`src/sv/gsac_pkg.sv`:
```
package gsac_pkg;

   // divider operand widths
   localparam int NUM_W = 50;
   localparam int DEN_W = 19;
   localparam int SN_W  = NUM_W + 1;

   // register indexes on the csr port
   localparam logic [2:0] CSR_ARMED     = 3'd0;
   localparam logic [2:0] CSR_ALT_TGT   = 3'd1;
   localparam logic [2:0] CSR_PITCH_TGT = 3'd2;
   localparam logic [2:0] CSR_HDG_TGT   = 3'd3;
   localparam logic [2:0] CSR_HDG_GIVEN = 3'd4;
   localparam logic [2:0] CSR_THR_TRIM  = 3'd5;

   // vertical mode codes
   localparam logic [1:0] MODE_LEVEL   = 2'd0;
   localparam logic [1:0] MODE_CLIMB   = 2'd1;
   localparam logic [1:0] MODE_DESCEND = 2'd2;

   localparam logic [15:0]        DT_DEFAULT  = 16'd1311;
   localparam logic [15:0]        DT_MAX      = 16'd32768;
   localparam logic signed [15:0] HALF_TURN   = 16'sd11520;
   localparam logic signed [15:0] FULL_TURN   = 16'sd23040;
   localparam int                 THR_FULL    = 4096;
   localparam logic signed [23:0] ALT_I_LIM   = 24'sd6710886;
   localparam logic signed [23:0] PITCH_I_LIM = 24'sd2621440;
   localparam logic [11:0]        CMD_LIM     = 12'd1920;
   localparam logic signed [15:0] G_KP_ALT    = 16'sd9830;
   localparam logic signed [15:0] G_KI_ALT    = 16'sd1966;
   localparam logic signed [15:0] G_KD_ALT    = 16'sd6554;
   localparam logic signed [15:0] G_KI_PITCH  = 16'sd19661;
   localparam logic signed [15:0] G_KD_PITCH  = 16'sd26214;
   localparam logic signed [17:0] G_KP_YAW    = 18'sd78643;
   localparam logic signed [15:0] V_ENTER     = 16'sd77;
   localparam logic signed [15:0] V_LEAVE     = 16'sd25;

   localparam int BASE_PITCH [0:4] = '{1434, 2662, 4096, 5939, 7578};
   localparam int BASE_YAW   [0:4] = '{1229, 2253, 4096, 5734, 6963};

   typedef enum logic [1:0] {DIV_PD, DIV_YD, DIV_EL, DIV_RU} div_sel_type;

   typedef struct packed {
      logic        load;
      logic        prep;
      logic        mul1;
      logic        integ;
      logic        mul2;
      logic        thr;
      logic        sch1;
      logic        sch2;
      logic        sch3;
      logic        div_start;
      logic        div_take;
      div_sel_type div_sel;
      logic        sum;
      logic        fin;
   } gsac_cmd_type;

   typedef struct packed {
      logic active;
      logic div_done;
      logic out_free;
   } gsac_status_type;

   // effectiveness curve over throttle, evaluated at elaboration for the nodes
   function automatic int base_curve(input bit yaw, input int thr);
      int seg;
      int lo;
      int hi;
      int t;
      seg = thr >>> 10;
      if (seg >= 4) begin
         return yaw ? BASE_YAW[4] : BASE_PITCH[4];
      end
      lo = yaw ? BASE_YAW[seg] : BASE_PITCH[seg];
      hi = yaw ? BASE_YAW[seg + 1] : BASE_PITCH[seg + 1];
      t  = (hi - lo) * (thr & 1023) + 512;
      return lo + (t >>> 10);
   endfunction

endpackage

```
`src/sv/gsac_ctrl.sv`:
```
module gsac_ctrl (
   input  logic                      clock,
   input  logic                      reset,
   input  logic                      req_valid,
   output logic                      req_ready,
   output gsac_pkg::gsac_cmd_type    cmd,
   input  gsac_pkg::gsac_status_type status
);
   import gsac_pkg::*;

   typedef enum logic [18:0] {
      S_IDLE   = 19'b0000000000000000001,
      S_PREP   = 19'b0000000000000000010,
      S_MUL1   = 19'b0000000000000000100,
      S_INTEG  = 19'b0000000000000001000,
      S_MUL2   = 19'b0000000000000010000,
      S_THR    = 19'b0000000000000100000,
      S_SCH1   = 19'b0000000000001000000,
      S_SCH2   = 19'b0000000000010000000,
      S_SCH3   = 19'b0000000000100000000,
      S_DPD_GO = 19'b0000000001000000000,
      S_DPD_WT = 19'b0000000010000000000,
      S_DYD_GO = 19'b0000000100000000000,
      S_DYD_WT = 19'b0000001000000000000,
      S_SUM    = 19'b0000010000000000000,
      S_DEL_GO = 19'b0000100000000000000,
      S_DEL_WT = 19'b0001000000000000000,
      S_DRU_GO = 19'b0010000000000000000,
      S_DRU_WT = 19'b0100000000000000000,
      S_FIN    = 19'b1000000000000000000
   } state_type;

   state_type state_ff;
   state_type state_in;

   always_ff @(posedge clock) begin
      if (reset) begin
         state_ff <= S_IDLE;
      end else begin
         state_ff <= state_in;
      end
   end

   always_comb begin
      state_in = state_ff;
      cmd      = '0;
      unique case (state_ff)
         S_IDLE: begin
            if (req_valid) begin
               cmd.load = 1'b1;
               state_in = S_PREP;
            end
         end
         S_PREP: begin
            cmd.prep = 1'b1;
            state_in = status.active ? S_MUL1 : S_FIN;
         end
         S_MUL1: begin
            cmd.mul1 = 1'b1;
            state_in = S_INTEG;
         end
         S_INTEG: begin
            cmd.integ = 1'b1;
            state_in  = S_MUL2;
         end
         S_MUL2: begin
            cmd.mul2 = 1'b1;
            state_in = S_THR;
         end
         S_THR: begin
            cmd.thr  = 1'b1;
            state_in = S_SCH1;
         end
         S_SCH1: begin
            cmd.sch1 = 1'b1;
            state_in = S_SCH2;
         end
         S_SCH2: begin
            cmd.sch2 = 1'b1;
            state_in = S_SCH3;
         end
         S_SCH3: begin
            cmd.sch3 = 1'b1;
            state_in = S_DPD_GO;
         end
         S_DPD_GO: begin
            cmd.div_sel   = DIV_PD;
            cmd.div_start = 1'b1;
            state_in      = S_DPD_WT;
         end
         S_DPD_WT: begin
            cmd.div_sel = DIV_PD;
            if (status.div_done) begin
               cmd.div_take = 1'b1;
               state_in     = S_DYD_GO;
            end
         end
         S_DYD_GO: begin
            cmd.div_sel   = DIV_YD;
            cmd.div_start = 1'b1;
            state_in      = S_DYD_WT;
         end
         S_DYD_WT: begin
            cmd.div_sel = DIV_YD;
            if (status.div_done) begin
               cmd.div_take = 1'b1;
               state_in     = S_SUM;
            end
         end
         S_SUM: begin
            cmd.sum  = 1'b1;
            state_in = S_DEL_GO;
         end
         S_DEL_GO: begin
            cmd.div_sel   = DIV_EL;
            cmd.div_start = 1'b1;
            state_in      = S_DEL_WT;
         end
         S_DEL_WT: begin
            cmd.div_sel = DIV_EL;
            if (status.div_done) begin
               cmd.div_take = 1'b1;
               state_in     = S_DRU_GO;
            end
         end
         S_DRU_GO: begin
            cmd.div_sel   = DIV_RU;
            cmd.div_start = 1'b1;
            state_in      = S_DRU_WT;
         end
         S_DRU_WT: begin
            cmd.div_sel = DIV_RU;
            if (status.div_done) begin
               cmd.div_take = 1'b1;
               state_in     = S_FIN;
            end
         end
         S_FIN: begin
            // hold until the result register is free
            if (status.out_free) begin
               cmd.fin  = 1'b1;
               state_in = S_IDLE;
            end
         end
         default: state_in = S_IDLE;
      endcase
   end

   assign req_ready = (state_ff == S_IDLE);

endmodule

```
`config.mk`:
```
export PLATFORM = sky130hd
export DESIGN_NAME = gsac_ctrl
export DESIGN_NICKNAME = d
export VERILOG_FILES = /design/src/sv/gsac_pkg.sv /design/src/sv/gsac_ctrl.sv
export SDC_FILE = /design/constraint.sdc
export NUM_CORES = 1
export LEC_CHECK = 0
export ABC_AREA = 1
export BUFFER_PORTS_ARGS = -buffer_cell sky130_fd_sc_hd__clkbuf_2
export CORE_ASPECT_RATIO = 1.2
export CORE_MARGIN = 8
export CORE_UTILIZATION = 45
export DETAILED_ROUTE_END_ITERATION = 8
export PLACE_DENSITY = 0.66
export SLEW_MARGIN = 10
export SYNTH_ARGS = -nofsm -noshare
export SYNTH_HDL_FRONTEND = slang
export SYNTH_SLANG_ARGS = --single-unit
```
`constraint.sdc`:
```
create_clock -name clock -period 1.4 [get_ports clock]
set_input_delay 0.21 -clock clock [delete_from_list [all_inputs] [get_ports clock]]
set_output_delay 0.21 -clock clock [all_outputs]
set_load 0.02 [all_outputs]
```
Word level (Yosys, flattened, before mapping)
Cells that the tools add are included.
{"block": "totals", "reg_bits": 19, "in_bits": 6, "output_inout_bits": 16, "word_cells": 57}
{"block": "classes", "n_eq_ne": 25, "n_mux": 25, "n_reduce_logical": 6}
{"op": "$pmux 19 s19", "count": 1}
{"op": "$mux 19", "count": 7}
{"op": "$eq 19x1->1 const B", "count": 1}
{"op": "$eq 19x10->1 const B", "count": 1}
{"op": "$eq 19x11->1 const B", "count": 1}
{"op": "$eq 19x12->1 const B", "count": 1}
{"op": "$eq 19x13->1 const B", "count": 1}
{"op": "$eq 19x14->1 const B", "count": 1}
{"op": "$eq 19x15->1 const B", "count": 1}
{"op": "$eq 19x16->1 const B", "count": 1}
{"op": "$eq 19x17->1 const B", "count": 1}
{"op": "$eq 19x18->1 const B", "count": 1}
{"op": "$eq 19x19->1 const B", "count": 1}
{"op": "$eq 19x2->1 const B", "count": 1}
{"op": "$eq 19x3->1 const B", "count": 1}
{"op": "$eq 19x4->1 const B", "count": 1}
{"op": "$eq 19x5->1 const B", "count": 1}
{"op": "$eq 19x6->1 const B", "count": 1}
{"op": "$eq 19x7->1 const B", "count": 1}
{"op": "$eq 19x8->1 const B", "count": 1}
{"op": "$eq 19x9->1 const B", "count": 1}
{"op": "$mux 1", "count": 16}
{"op": "$ne 2x2->1 const B", "count": 6}
{"op": "$reduce_or 4->1", "count": 2}
{"op": "3 further kinds", "count": 5}

Longest topological paths before layout
{"block": "logic_depth", "word_depth": 3, "ltp_mapped": 13}

Worst setup path before layout
OpenSTA, ideal clock, no wires.
{"block": "synth_path", "path_kind": "register to register", "startpoint": "reg state_ff[8]", "endpoint": "reg state_ff[6]", "setup_ns": 0.060, "t_arrival_ns": 1.745, "t_required_ns": 1.340, "setup_slack_ns": -0.405, "stages_incl_launch_ff": 10, "period_less_slack_ns": 1.805, "path_cell_list": "dfxtp_1 > nor2_2 > nand2_2 > inv_1 > nand2_1 > nor2_1 > inv_1 > nor4_1 > nand3_2 > inv_1"}
{"block": "synth_via", "elab_chain_cells": 3, "elab_cells_between_ends": 27}
{"item": "start: declaration", "line": "gsac_ctrl.sv:33", "text": "state_type state_ff;"}
{"item": "start signal: assignment", "line": "gsac_ctrl.sv:40", "text": "state_ff <= state_in;"}
{"item": "$eq 19x11->1 (tied with other cells)", "line": "gsac_ctrl.sv:47", "text": "unique case (state_ff)"}
{"item": "$ne 2x2->1 (no line)"}
{"item": "$reduce_and 6->1 (no line)"}
Several ways; a longest one is shown, not always the timed one.
A chain may end at the register's enable or synchronous reset.

==> impl_results.md <==
* Worst skew pair latency at about 0.32 ns
* WP data required at 1.19 ns
* Reg2reg end: state_ff[16]
* Largest net degree at the start of global routing at 20
* Top post-synthesis cells by area: dfxtp_1, inv_1, nand2_1, nand3_2, nor2_1
* R2r setup slk at -0.54 ns
* WHS Endpoint: state_ff[2]
* Initial core utilization at 46.0%
* Vias per cell at 5.56
* Post-synth ARST share at 0%
* Post-route ant nets at 0
* Final min period at 2.11 ns
* Via count at 2,011
* Die Height at approximately 77 um
* Final Worst Setup Slack at -0.708 ns
* Cell with the most instances after synthesis: inv_1
* EDFF count, synth at 0
* Mapped cell area at 1380 um^2
* Dpl ws at -0.292 ns
* Mapped Nets at 227
* Final WL at 7250 um
* First-pass GRT wire length at between 8000 and 9000 um
* Die width at 66.6 um
* Top cells by count, synth: inv_1, nand2_1, nor2_1
* HPWL Detailed at 2850 um
* Clock slew at reported path FFs at 0.12 ns
* Initial antenna violation count at 0
* Min-delay src: status[2]
* Failing checks: negative setup slack
* Number of warnings issued by yosys at 0
* Clock sinks at 19
* Total of max-cap violations at 0
* Gp weighted congestion at 0.829
* Max FFs per register at 19
* DIE AREA at 5110 um^2
* Synth Area per Inst at between 6 and 7 um^2
* Clock Path Buffers at 2
* Top Registers: state_ff: 19 flops
* Total CTS buffers at 3
* Final Cycle Share at 151%
* Worst Path Arrival at 1.90 ns
* Final setup fails at 35
* Seq cells post-synth at 19
* Count of cell types in the netlist at 20
* Nets at around 330
* Grt ovf at 0
* CTS tree: yes
* Crit start category: flip-flop
* Number of port buffers at 21
* Reg with most FFs: state_ff
* Worst Hold Depth at 4
* Worst r2r src: state_ff[6]
* Fmax at 0.474 GHz
* Depth of the CTS H-tree at 1
* VDD IR max at 2.11 mV
* Ant. Diodes at 0
* Slew at the pin closest to its max-slew limit at 0.858 ns
* Pre-antenna DRT Iters at 4
* Outcome: complete, but fails checks
* Cell taking the most area after synthesis: dfxtp_1
* Reg2Reg Depth at 13
* DRC at 0
* Vias in the first global route at 1,922
* Core Box Area at 3000 um^2
* Area Growth Syn to Fin at 103%
* Lkg Pwr at about 1.5 nW
* Main flop type after synthesis: dfxtp_1
* Row Count at 22
* Cells after synthesis at 221
* Wire length per cell at approximately 20 um
* Worst Hold Class: input port to flip-flop
* Clock skew at 0.00570 ns
* CP Class: flip-flop to output pin
* Hold Vio Cnt, Final at 0
* Share of layout cells above drive strength 1 at 69.6%
* Io pins at 22
* # placed instances at approximately 330
* Slew Limit Fails at 0
* DRC violation total after the first TritonRoute iteration at 134
* Slew margin rel. at between 40% and 50%
* Max FO, Critical Path at 3
* Cell Pwr Density at 2310 nW/um^2
* RSZ-0062 raised after global routing: true
* Worst setup EP type: output pin
* Share of the synthesized area in the top cell type at 27.5%
* Seq/Total Area, Yosys at 27.5%
* Post-Layout Cell Count at 362
* Total Routing Usage GR at between 20% and 30%
* Clk root buf: clkbuf_4
metal layers:
| layer | vias to the layer above | part of all wire (%) | track usage [%] |
|---|---|---|---|
| li1 | 879 | - | - |
| met1 | 952 | 36 | 22.1 |
| met2 | 125 | 50 | 36.9 |
| met3 | 55 | 5.9 | 3.20 |
| met4 | 0 | 8.1 | 9.42 |
| met5 | - | 0 | 0 |
cells in the final DEF, fill, tap and decap left out, types with 3 or more instances in the layout:
master | netlist | layout
buf_4 | 0 | 62
inv_1 | 54 | 36
nand2_1 | 39 | 24
buf_6 | 2 | 23
nor2_4 | 5 | 19
nand2_2 | 10 | 16
inv_2 | 4 | 15
nor2_1 | 27 | 13
dfxtp_2 | 0 | 13
nor2_2 | 12 | 12
nand3_2 | 12 | 11
nand2_4 | 0 | 9
nand3_4 | 0 | 9
buf_8 | 0 | 8
nor3_1 | 9 | 7
inv_4 | 0 | 6
clkbuf_2 | 0 | 5
nand3_1 | 12 | 4
dfxtp_1 | 19 | 4
nor4_4 | 0 | 3
nand3b_1 | 3 | 3
clkbuf_4 | 0 | 3
clkbuf_8 | 0 | 3
what timing repair did:
| action | in CTS | in global routing |
|---|---|---|
| setup endpoints to repair | 35 | 35 |
| resized for setup | 106 | 74 |
| setup buffers | 19 | 13 |
| hold buffers | 0 | 0 |
| pin swaps | 24 | 18 |
| cloned | 2 | 0 |
stage by stage:
| step | hold slack (ns) | TNS [ns] | power (W) | util, % | area (um^2) |
|---|---|---|---|---|---|
| 2_1_floorplan | 0.393 | -1.80 | 0.00238 | - | 1440 |
| 3_3_place_gp | 0.518 | -6.36 | 0.00326 | 65.1 | 1950 |
| 3_5_place_dp | 0.524 | -6.81 | 0.00331 | 65.1 | 1950 |
| 4_1_cts | 0.200 | -11.93 | 0.00510 | 83.1 | 2490 |
| 5_1_grt | 0.204 | -20.31 | 0.00674 | 93.4 | 2800 |
| 6_report | 0.234 | -17.75 | 0.00648 | 93.4 | 2800 |
worst max-delay path, stage by stage (launching register included):
cell	delay (ns)
dfxtp_2	0.35
nor2_2	0.15
nand2_4	0.11
inv_2	0.10
nand2_4	0.07
nor2_4	0.16
buf_4	0.14
nand2_1	0.09
nand2_1	0.10
nor2_2	0.06
inv_1	0.10
clkbuf_8	0.16
cells by family after synthesis:
logic type	synth area share [%]
AND/OR/NAND/NOR	52.2
buffers and inverters	18.0
flip-flops	27.5
AO/OA/AOI/OAI	2.26
final cells by class:
cell class                      instances  area, um^2
Multi-Input combinational cell        140        1120
Timing Repair Buffer                  103         951
Sequential cell                        19         404
Inverter                               59         244
Fill cell                             104         198
Tap cell                               36        45.0
Clock buffer                            4        26.3
Timing Repair inverter                  1        11.3
power breakdown:
| group | internal [W] | switching, W |
|---|---|---|
| Combinational | 0.00248 | 0.00295 |
| Sequential | 0.000647 | 0.0000908 |
| Clock | 0.000112 | 0.000200 |
worst max path at each step:
stage                       from            to  slack, ns
CTS                  state_ff[2]       cmd[10]      -0.50
global placement    state_ff[13]  state_ff[12]      -0.28
global route         state_ff[1]        cmd[3]      -0.79
detailed placement  state_ff[13]  state_ff[10]      -0.29
finish               state_ff[1]        cmd[3]      -0.71
floorplan            state_ff[5]  state_ff[15]      -0.12
Power figures use the tool's default switching activity.
